===== src/rtl/bip_pkg.sv =====
// Shared types and constants for the byte ISA processor core.
package bip_pkg;

	localparam int ADDR_BITS_DEF = 16;

	localparam logic [1:0] FUNC_WRITE = 2'd0;
	localparam logic [1:0] FUNC_READ  = 2'd1;
	localparam logic [1:0] FUNC_EXEC  = 2'd2;
	localparam logic [1:0] FUNC_NONE  = 2'd3;

	localparam logic [1:0] ST_RUN     = 2'd0;
	localparam logic [1:0] ST_HALT    = 2'd1;
	localparam logic [1:0] ST_ILLEGAL = 2'd2;

	localparam logic [7:0] OP_SET    = 8'h00;
	localparam logic [7:0] OP_LOAD   = 8'h01;
	localparam logic [7:0] OP_ADD    = 8'h02;
	localparam logic [7:0] OP_SAVE   = 8'h03;
	localparam logic [7:0] OP_CMP    = 8'h04;
	localparam logic [7:0] OP_JLT    = 8'h05;
	localparam logic [7:0] OP_JMP    = 8'h06;
	localparam logic [7:0] OP_STB    = 8'h07;
	localparam logic [7:0] OP_SET2   = 8'h08;
	localparam logic [7:0] OP_LOAD2  = 8'h09;
	localparam logic [7:0] OP_ADD2   = 8'h0A;
	localparam logic [7:0] OP_SAVE2  = 8'h0B;
	localparam logic [7:0] OP_SUB2   = 8'h0C;
	localparam logic [7:0] OP_LDB    = 8'h0D;
	localparam logic [7:0] OP_LDW    = 8'h0E;
	localparam logic [7:0] OP_STW    = 8'h0F;
	localparam logic [7:0] OP_JR     = 8'h10;
	localparam logic [7:0] OP_HALT   = 8'hFF;

	typedef enum logic [3:0] {
		S_IDLE, S_MREAD, S_F0, S_F1, S_F2, S_F3, S_F4,
		S_EXEC, S_D0, S_D1, S_D2, S_WB, S_DONE
	} state_t;

	// Memory address source select.
	typedef enum logic [1:0] {
		AS_HOST, AS_PC, AS_DATA
	} asel_t;

	typedef struct packed {
		logic       load_item;
		logic       mem_rd;
		logic       mem_wr_host;
		logic       mem_wr_data;
		asel_t      asel;
		logic [1:0] offs;
		logic [2:0] fetch_slot;
		logic       capture_data;
		logic [1:0] data_slot;
		logic       decode;
		logic       writeback;
		logic       done;
	} ctrl_t;

	typedef struct packed {
		logic [1:0] func;
		logic       stopped;
		logic [2:0] ilen;
		logic [1:0] dacc;
		logic       dwrite;
	} stat_t;

	function automatic logic [2:0] reg_idx(input logic [7:0] code);
		reg_idx = (code[3:0] == 4'd0 && code[7:4] < 4'd6) ? code[6:4] : 3'd7;
	endfunction

endpackage


===== src/rtl/bip_ctrl.sv =====
// Sequencer for host items and instruction fetch, access and write back.
module bip_ctrl (
	input  logic              clk,
	input  logic              arst_n,
	input  logic              start,
	input  bip_pkg::stat_t    st,
	output bip_pkg::ctrl_t    ctl,
	output logic              busy
);
	bip_pkg::state_t state_q, state_n;
	logic [1:0] cnt_q, cnt_n;

	always_ff @(posedge clk or negedge arst_n) begin
		if (!arst_n) begin
			state_q <= bip_pkg::S_IDLE;
			cnt_q <= 2'd0;
		end else begin
			state_q <= state_n;
			cnt_q <= cnt_n;
		end
	end

	always_comb begin
		state_n = state_q;
		cnt_n = cnt_q;
		unique case (state_q)
			bip_pkg::S_IDLE: begin
				if (start) state_n = bip_pkg::S_MREAD;
			end
			bip_pkg::S_MREAD: begin
				if (st.func == bip_pkg::FUNC_EXEC && !st.stopped) begin
					state_n = bip_pkg::S_F0;
					cnt_n = 2'd0;
				end else begin
					state_n = bip_pkg::S_DONE;
				end
			end
			// issue reads pc..pc+3, capture each byte in the next state
			bip_pkg::S_F0: state_n = bip_pkg::S_F1;
			bip_pkg::S_F1: state_n = bip_pkg::S_F2;
			bip_pkg::S_F2: state_n = bip_pkg::S_F3;
			bip_pkg::S_F3: state_n = bip_pkg::S_F4;
			bip_pkg::S_F4: state_n = bip_pkg::S_EXEC;
			// decoded access count is valid only once decode has been registered
			bip_pkg::S_EXEC: begin
				state_n = bip_pkg::S_D0;
				cnt_n = 2'd0;
			end
			bip_pkg::S_D0: begin
				if (st.dacc == 2'd0) begin
					state_n = bip_pkg::S_WB;
				end else begin
					if (cnt_q + 2'd1 == st.dacc) begin
						state_n = st.dwrite ? bip_pkg::S_WB : bip_pkg::S_D1;
					end
					cnt_n = cnt_q + 2'd1;
				end
			end
			bip_pkg::S_D1: state_n = (st.dacc == 2'd2) ? bip_pkg::S_D2 : bip_pkg::S_WB;
			bip_pkg::S_D2: state_n = bip_pkg::S_WB;
			bip_pkg::S_WB: state_n = bip_pkg::S_DONE;
			bip_pkg::S_DONE: state_n = bip_pkg::S_IDLE;
			default: state_n = bip_pkg::S_IDLE;
		endcase
	end

	always_comb begin
		ctl = '0;
		ctl.asel = bip_pkg::AS_HOST;
		busy = (state_q != bip_pkg::S_IDLE);
		unique case (state_q)
			bip_pkg::S_IDLE: begin
				ctl.load_item = start;
				ctl.mem_rd = 1'b0;
			end
			bip_pkg::S_MREAD: begin
				ctl.mem_rd = (st.func == bip_pkg::FUNC_READ);
				ctl.mem_wr_host = (st.func == bip_pkg::FUNC_WRITE);
			end
			bip_pkg::S_F0, bip_pkg::S_F1, bip_pkg::S_F2, bip_pkg::S_F3: begin
				ctl.asel = bip_pkg::AS_PC;
				ctl.mem_rd = 1'b1;
				ctl.offs = 2'(state_q - bip_pkg::S_F0);
				if (state_q != bip_pkg::S_F0) begin
					ctl.fetch_slot = 3'(state_q - bip_pkg::S_F1) + 3'd1;
				end
			end
			bip_pkg::S_F4: ctl.fetch_slot = 3'd4;
			bip_pkg::S_EXEC: ctl.decode = 1'b1;
			bip_pkg::S_D0: begin
				if (st.dacc != 2'd0) begin
					ctl.asel = bip_pkg::AS_DATA;
					ctl.offs = cnt_q;
					ctl.mem_rd = !st.dwrite;
					ctl.mem_wr_data = st.dwrite;
					// capture the byte read on the previous cycle
					ctl.data_slot = cnt_q - 2'd1;
					if (!st.dwrite && cnt_q != 2'd0) ctl.capture_data = 1'b1;
				end
			end
			bip_pkg::S_D1: begin
				ctl.capture_data = 1'b1;
				ctl.data_slot = st.dacc - 2'd1;
			end
			bip_pkg::S_D2: begin
				ctl.capture_data = 1'b1;
				ctl.data_slot = 2'd1;
			end
			bip_pkg::S_WB: ctl.writeback = 1'b1;
			bip_pkg::S_DONE: ctl.done = 1'b1;
			default: ;
		endcase
	end
endmodule


===== config.mk =====
export PLATFORM = sky130hd
export DESIGN_NAME = bip_ctrl
export DESIGN_NICKNAME = d
export VERILOG_FILES = /design/src/rtl/bip_pkg.sv /design/src/rtl/bip_ctrl.sv
export SDC_FILE = /design/constraint.sdc
export NUM_CORES = 1
export LEC_CHECK = 0
export BUFFER_PORTS_ARGS = -buffer_cell sky130_fd_sc_hd__buf_2
export CORE_MARGIN = 2
export CORE_UTILIZATION = 35
export CTS_CLUSTER_DIAMETER = 100
export DETAILED_ROUTE_END_ITERATION = 10
export REMOVE_ABC_BUFFERS = 1
export SKIP_CTS_REPAIR_TIMING = 1
export SLEW_MARGIN = 30
export SYNTH_ARGS = -nofsm -noshare
export SYNTH_HDL_FRONTEND = slang
export SYNTH_SLANG_ARGS = --single-unit

===== constraint.sdc =====
create_clock -name clk -period 1.68 [get_ports clk]
set_clock_uncertainty 0.05 [all_clocks]
set_input_delay 0.084 -clock clk [delete_from_list [all_inputs] [get_ports clk]]
set_output_delay 0.084 -clock clk [all_outputs]
set_load 0.1 [all_outputs]

# Word level (Yosys, flattened, before mapping)
# Index checks and enable logic that the tools add are counted.
# classes
n_reduce_logical	14
n_eq_ne	21
muxes	25
n_addsub	6
# op_table
operator	n
4-bit one-hot mux with 12 select lines	1
4-bit equality test (second input constant)	5
4-bit by 3-bit equality test with 1-bit output (second input constant)	4
4-bit 2-to-1 mux	4
1-bit 2-to-1 mux	9
3-bit one-hot mux with 3 select lines	1
4-bit by 2-bit equality test with 1-bit output (second input constant)	2
4-bit one-hot mux with 2 select lines	1
2-bit 2-to-1 mux	3
3-bit 2-to-1 mux	2
2-bit != test (second input constant)	3
2-bit one-hot mux with 3 select lines	1
3-bit one-hot mux with 2 select lines	1
5-bit 2-to-1 mux	1
2-bit equality test (second input constant)	2
4-bit by 1-bit equality test with 1-bit output (second input constant)	1
2-bit zero test	2
4-bit zero test	1
4-bit by 2-bit != test with 1-bit output (second input constant)	1
2-bit nonzero test	2
4-bit nonzero test	1
4-bit OR reduction	1
2-bit by 1-bit subtractor with 2-bit output (second input constant)	2
3-bit by 1-bit adder with 3-bit output (second input constant)	1
12 further kinds	14
# totals
input_bits	12
reg_bits	6
wordCells	68
out_inout_bits	18

# Longest topological paths before layout
# Gate-level depths: netlist of the first run.
# depth
ltp_word	5
depth_mapped	6

# Worst setup path before layout of the first run
# OpenSTA, ideal clock, no wires.
# synth_path
path_type	flip-flop to output port
startpoint	register state_q[2]
endpoint	output ctl[10] (netlist name)
path_stages_with_launch	6
t_required_ns	1.546
setup_slack_ns	-1.974
arrival_time_ns	3.520
path_cell_list	dfrtp_1 -> buf_6 -> nand2b_4 -> nor4_4 -> inv_1 -> o22ai_1
# synth_lines
item	line_no	rtl
start: declaration	bip_ctrl.sv:10	bip_pkg::state_t state_q, state_n;
start signal: assignment	bip_ctrl.sv:15	state_q <= bip_pkg::S_IDLE;
start signal: assignment	bip_ctrl.sv:18	state_q <= state_n;
end: declaration	bip_ctrl.sv:7	output bip_pkg::ctrl_t ctl,

==> results of run 1 <==
## final cells by class
cell class,count,share of cell area [%]
Multi-Input combinational cell,61,40.1
Clock buffer,3,1.75
Inverter,9,2.63
Timing Repair Buffer,42,41.1
Tap cell,25,2.43
Sequential cell,6,12.1
## per-layer routing
layer / vias up / wire (µm) / GRT usage [%]
li1: 359 / - / -
met1: 340 / 805 / 23.2
met2: 25 / 1060 / 30.8
met3: 4 / 80 / 6.67
met4: 0 / 38 / 3.43
met5: - / 0 / 0
## kinds of logic (layout without fill, tap and decap cells)
kind of cell               count (synthesis)  count (layout)  share of synthesized area [%]
DFF                                        6               6                           23.8
buffers and inverters                     13              54                           9.11
xor gates and xnor gates                   3               3                           4.16
muxes                                      2               2                           3.37
adders and majority gates                  3               3                           5.94
AOI/OAI and AO/OA                         15              15                           16.8
and+or+nand+nor                           38              38                           36.8
## registers in the layout, summed over array words and instances (netlist names)
name / count
state_q: 4
cnt_q: 2
## placed cells by master, fill, tap and decap left out, drive strengths merged
cell and instances:
a21o 1, o21ai 5, and2b 1, o31ai 1
or3 1, nor4 1, nor3 5, nand2 5
nor2 11, or2 1, ha 3, buf 41
and3 1, dlygate4sd3 1, dfrtp 6, and2 3
nand3 2, or4 1, mux2 1, inv 9
a21oi 2, xnor2 1, o32ai 1, o22a 1
a221o 1, o22ai 3, mux2i 1, nor2b 1
nor3b 2, nand2b 3, clkbuf 3, xor2 2
## path summary, 6_finish.rpt
path,cells past startpoint,endpoint,startpoint,slack (ps)
hold / removal,2,state_q[2]$_DFFE_PN0P_,arst_n,150
setup / recovery,5,ctl[15],state_q[1]$_DFFE_PN0P_,-130
hold reg to reg,2,cnt_q[1]$_DFFE_PN0P_,cnt_q[1]$_DFFE_PN0P_,520
setup reg to reg,6,cnt_q[0]$_DFFE_PN0P_,state_q[1]$_DFFE_PN0P_,0
min in group clk,5,state_q[0]$_DFFE_PN0P_,st[1],240
max in group asynchronous,2,state_q[0]$_DFFE_PN0P_,arst_n,1270
## critical path, stage by stage, from the launching register on
cell,delay (ps)
dfrtp_2,450
buf_6,140
nor4_4,300
buf_6,160
a221o_1,190
buf_12,180
## stage by stage
step,hold slack [ps],instance area [µm²],TNS (ps)
after detailed placement,-134,1110,-4.00
after global placement,-140,1110,0
after floorplan,-262,608,-19240
final,145,1290,-707
after CTS,-397,1130,-1860
after global routing,147,1290,-1650
==> flow_metrics.py, run 1 <==
metrics = {
    "yosys": {
        "synth_edf_count": 0,
        "synthesis.instances": 80,
        "synth_most_common_cell": "nor2_1",
        "yosysTopAreaCell": "dfrtp_1",
        "yosys_warnings": 0,
        "synth_seq_cells": 6,
        "synthFlopType": "dfrtp_1",
        "yosysSeqAreaShare_pct": 23.8,
        "avgSynthCellArea_um2": 7.90,
        "synth.top_cell.area_share_pct": 23.8,
        "syn-cell-area_um2": 632,
        "yosys.cell_types.count": 35,
        "netlist_top_cells_count": "11 x nor2_1, 9 x inv_1, 6 x dfrtp_1, 5 x nand2_1, 5 x nor3_1",
        "asyncSetResetFlopFracSynth_pct": 100,
        "post_synth_main_area_contributors": "dfrtp_1 24%, nor2_1 6.5%, ha_1 5.9%, inv_1 5.3%, nand2b_4 4.4%",
    },
    "final_layout": {
        "finish.net_count": 138,
        "areaGrowthSynthToFinish_pct": 104,
        "fillerInstances": 116,
        "multi_input_area_um2": 515,
        "utilization_pct": 75.3,
        "num_antenna_cells": 0,
        "layout-drive-gt1-share_pct": 58.7,
        "layout.area.seq_um2": 155,
        "final_cells": 146,
    },
    "worst_hold_path": {
        "worst_hold_path_type": "input pin to asynchronous set/reset pin",
    },
    "grt": {
        "grt_first_pass_wirelength_mm": 2.84,
        "grt_max_degree": 11,
        "grt-ovfl-total": 0,
        "grt_pass1_vias": 644,
        "grt_antenna_before_repair": 0,
        "global_route.usage.total_pct": 18.6,
    },
    "run": {
        "maxCapViolCount": 0,
    },
    "sta": {
        "relSlewSlack_pct": 62.0,
        "fmaxAchievable_ghz": 0.552,
        "period_needed_ps": 1810,
        "rsz0062_at_grt": "true",
        "final-hold-violation-count": 0,
        "slew_violations": 0,
        "finalSetupViolations": 9,
        "worst_slack_ps": -131,
        "timing_worst_slew_pin_value_ps": 568,
        "finalCritPeriodShare_pct": 108,
    },
    "setup_path": {
        "critical_path_class": "register to output pin",
        "worst_setup_path_end_kind": "output pin",
        "crit_path_max_fanout": 6,
        "launching_element_type_of_the_critical_path": "register",
        "cp.arrival_ps": 1680,
        "cp_data_required_time_ps": 1550,
    },
    "drt": {
        "via_cell_ratio": 4.99,
        "route.vias.total": 728,
        "iter_0_drt_violations": 15,
        "totalWireLength_mm": 1.99,
        "remaining_drc_errors": 0,
        "ant_nets": 0,
        "drt_pass1_iterations": 4,
        "routed_wire_length_per_instance_um": 13.6,
    },
    "floorplan": {
        "fp-row-count": 15,
        "floorplan.core_area_um2": 1710,
        "start_util_pct": 37.0,
        "chipWidth_um": 46.5,
        "die_height_um": 46.5,
        "top_level_ports": 30,
        "die-area_um2": 2160,
    },
    "clock_tree": {
        "numCtsBuffers": 3,
        "worstSkewPairLatency_ps": 240,
        "number_of_sinks_driven_by_the_clock_tree": 6,
        "htreeDepth": 1,
        "clock_tree.root_cell": "clkbuf_4",
        "cts.path.max_buffers": 2,
        "cts_tree": "yes",
        "clkSlewWorstSetupHoldPaths_ps": 40,
    },
    "placed_design": {
        "portBuffers": 26,
        "placement.setup.worst_slack_ps": -4.00,
        "place.detailed.hpwl_mm": 1.43,
        "numPlacedInstances": 138,
        "routabilityCongestion": 0.869,
    },
    "run_status": {
        "violations": "setup timing",
        "outcome": "finished with violations",
    },
}
Power of run 1 is not shown: default switching activity piles up to over one toggle a cycle in this logic, so the estimate is an artifact.
==> run 2, diff against run 1 <==
- CORE_UTILIZATION: 35 -> 44
- PLACE_DENSITY: default -> 0.76
==> flow_metrics.py, run 2 (synthesis results as in run 1) <==
metrics = {
    "run_status": {
        "outcome": "finished with violations",
        "violations": "setup timing",
    },
    "setup_path": {
        "r2r_setup_slack_ps": 30,
        "cp.arrival_ps": 1710,
        "worstSetupStartpoint": "state_q[1]$_DFFE_PN0P_",
        "r2r_cells": 5,
        "biggest_cell_delay_along_the_critical_path_ps": 480,
        "critical_path.slowest_cell": "dfrtp_2",
        "cp-endpoint": "ctl[15]",
        "worstPathCellList": "nand2b_4, or3_4, nor2_1, a221o_1, buf_12",
        "cp_data_required_time_ps": 1550,
        "timing.rr.start": "state_q[1]$_DFFE_PN0P_",
        "worst_setup_path_end_kind": "output pin",
        "r2r-end": "cnt_q[1]$_DFFE_PN0P_",
        "launching_element_type_of_the_critical_path": "register",
        "critical_path_class": "register to output pin",
        "crit_path_max_fanout": 6,
    },
    "final_layout": {
        "top_register": "state_q",
        "layout-drive-gt1-share_pct": 54.5,
        "areaGrowthSynthToFinish_pct": 94.9,
        "fillerInstances": 47,
        "layout_commonest_cell": "buf_12",
        "num_antenna_cells": 0,
        "number_of_flip_flops_under_the_largest_register_name": 4,
        "finish.net_count": 138,
        "layout_common_cells": "17 x buf_12, 14 x buf_4, 8 x inv_1, 8 x buf_2, 7 x nor2_1",
        "layout.area.seq_um2": 155,
        "largest_registers": "state_q (4), cnt_q (2)",
        "multi_input_area_um2": 487,
    },
    "drt": {
        "totalWireLength_mm": 2.44,
        "ant_nets": 0,
        "via_cell_ratio": 5.95,
        "routed_wire_length_per_instance_um": 18.0,
        "route.vias.total": 809,
        "iter_0_drt_violations": 23,
        "remaining_drc_errors": 0,
        "drt_pass1_iterations": 4,
    },
    "sta": {
        "period_needed_ps": 1840,
        "fmaxAchievable_ghz": 0.543,
        "rsz0062_at_grt": "true",
        "relSlewSlack_pct": 55.6,
        "finalSetupViolations": 9,
        "slew_violations": 0,
        "finalCritPeriodShare_pct": 110,
        "worst_slack_ps": -162,
        "timing_worst_slew_pin_value_ps": 665,
        "final-hold-violation-count": 0,
        "hold_slack_final_ps": 132,
    },
    "grt": {
        "global_route.usage.total_pct": 22.6,
        "grt_first_pass_wirelength_mm": 3.00,
        "grt_antenna_before_repair": 0,
        "grt-ovfl-total": 0,
        "grt_pass1_vias": 706,
        "grt_max_degree": 11,
    },
    "floorplan": {
        "fp-row-count": 13,
        "top_level_ports": 30,
        "die-area_um2": 1760,
        "die_height_um": 41.9,
        "start_util_pct": 48.0,
        "floorplan.core_area_um2": 1320,
        "chipWidth_um": 41.9,
    },
    "clock_tree": {
        "htreeDepth": 1,
        "cts_tree": "yes",
        "number_of_sinks_driven_by_the_clock_tree": 6,
        "cts.path.max_buffers": 2,
        "clock_tree.root_cell": "clkbuf_4",
        "worstSkewPairLatency_ps": 250,
        "clkSlewWorstSetupHoldPaths_ps": 50,
        "numCtsBuffers": 3,
    },
    "placed_design": {
        "routabilityCongestion": 0.941,
        "portBuffers": 26,
        "place.detailed.hpwl_mm": 1.47,
        "placement.setup.worst_slack_ps": -5.02,
    },
    "run": {
        "maxCapViolCount": 0,
    },
    "worst_hold_path": {
        "worst_hold_path_type": "input pin to asynchronous set/reset pin",
    },
}
-- run 2: through the flow --
step,setup TNS (ps),utilization [%],instance area [µm²],std cells
4_1_cts,-1620,83.7,1100,129
3_5_place_dp,-5.02,82.0,1080,126
6_report,-653,93.4,1230,136
3_3_place_gp,0,82.0,1080,126
5_1_grt,-1140,93.4,1230,136
2_1_floorplan,-19240,-,608,76
-- run 2: area by class of cell --
| type | instances | share of cell area, % |
|---|---|---|
| Timing Repair Buffer | 42 | 41.6 |
| Multi-Input combinational cell | 61 | 39.5 |
| Sequential cell | 6 | 12.6 |
| Inverter | 9 | 2.95 |
| Clock buffer | 3 | 1.83 |
| Tap cell | 15 | 1.52 |
-- run 2: worst min path at each step --
stage / to / slack [ps] / startpoint / depth (start not counted)
floorplan: cnt_q[0]$_DFFE_PN0P_ / -260 / arst_n / 0
global placement: cnt_q[0]$_DFFE_PN0P_ / -150 / arst_n / 1
detailed placement: cnt_q[0]$_DFFE_PN0P_ / -140 / arst_n / 1
CTS: cnt_q[0]$_DFFE_PN0P_ / -400 / arst_n / 1
global route: cnt_q[1]$_DFFE_PN0P_ / 160 / arst_n / 2
finish: cnt_q[0]$_DFFE_PN0P_ / 130 / arst_n / 2
-- run 2: worst max-delay path, delay by kind of cell (launching register included) --
family | cells | cell delay, ps
and+or+nand+nor | 3 | 600
AOI/OAI and AO/OA | 1 | 190
buffers and inverters | 1 | 180
DFF | 1 | 480
-- run 2: layer usage --
| layer | vias to the layer above | global-route usage (%) | routed length [µm] |
|---|---|---|---|
| met4 | 0 | 10.3 | 63 |
| met5 | - | 0 | 0 |
| met1 | 393 | 25.2 | 865 |
| met3 | 8 | 3.04 | 224 |
| li1 | 356 | - | - |
| met2 | 52 | 41.6 | 1290 |
Power of run 2 is left out for the same reason.
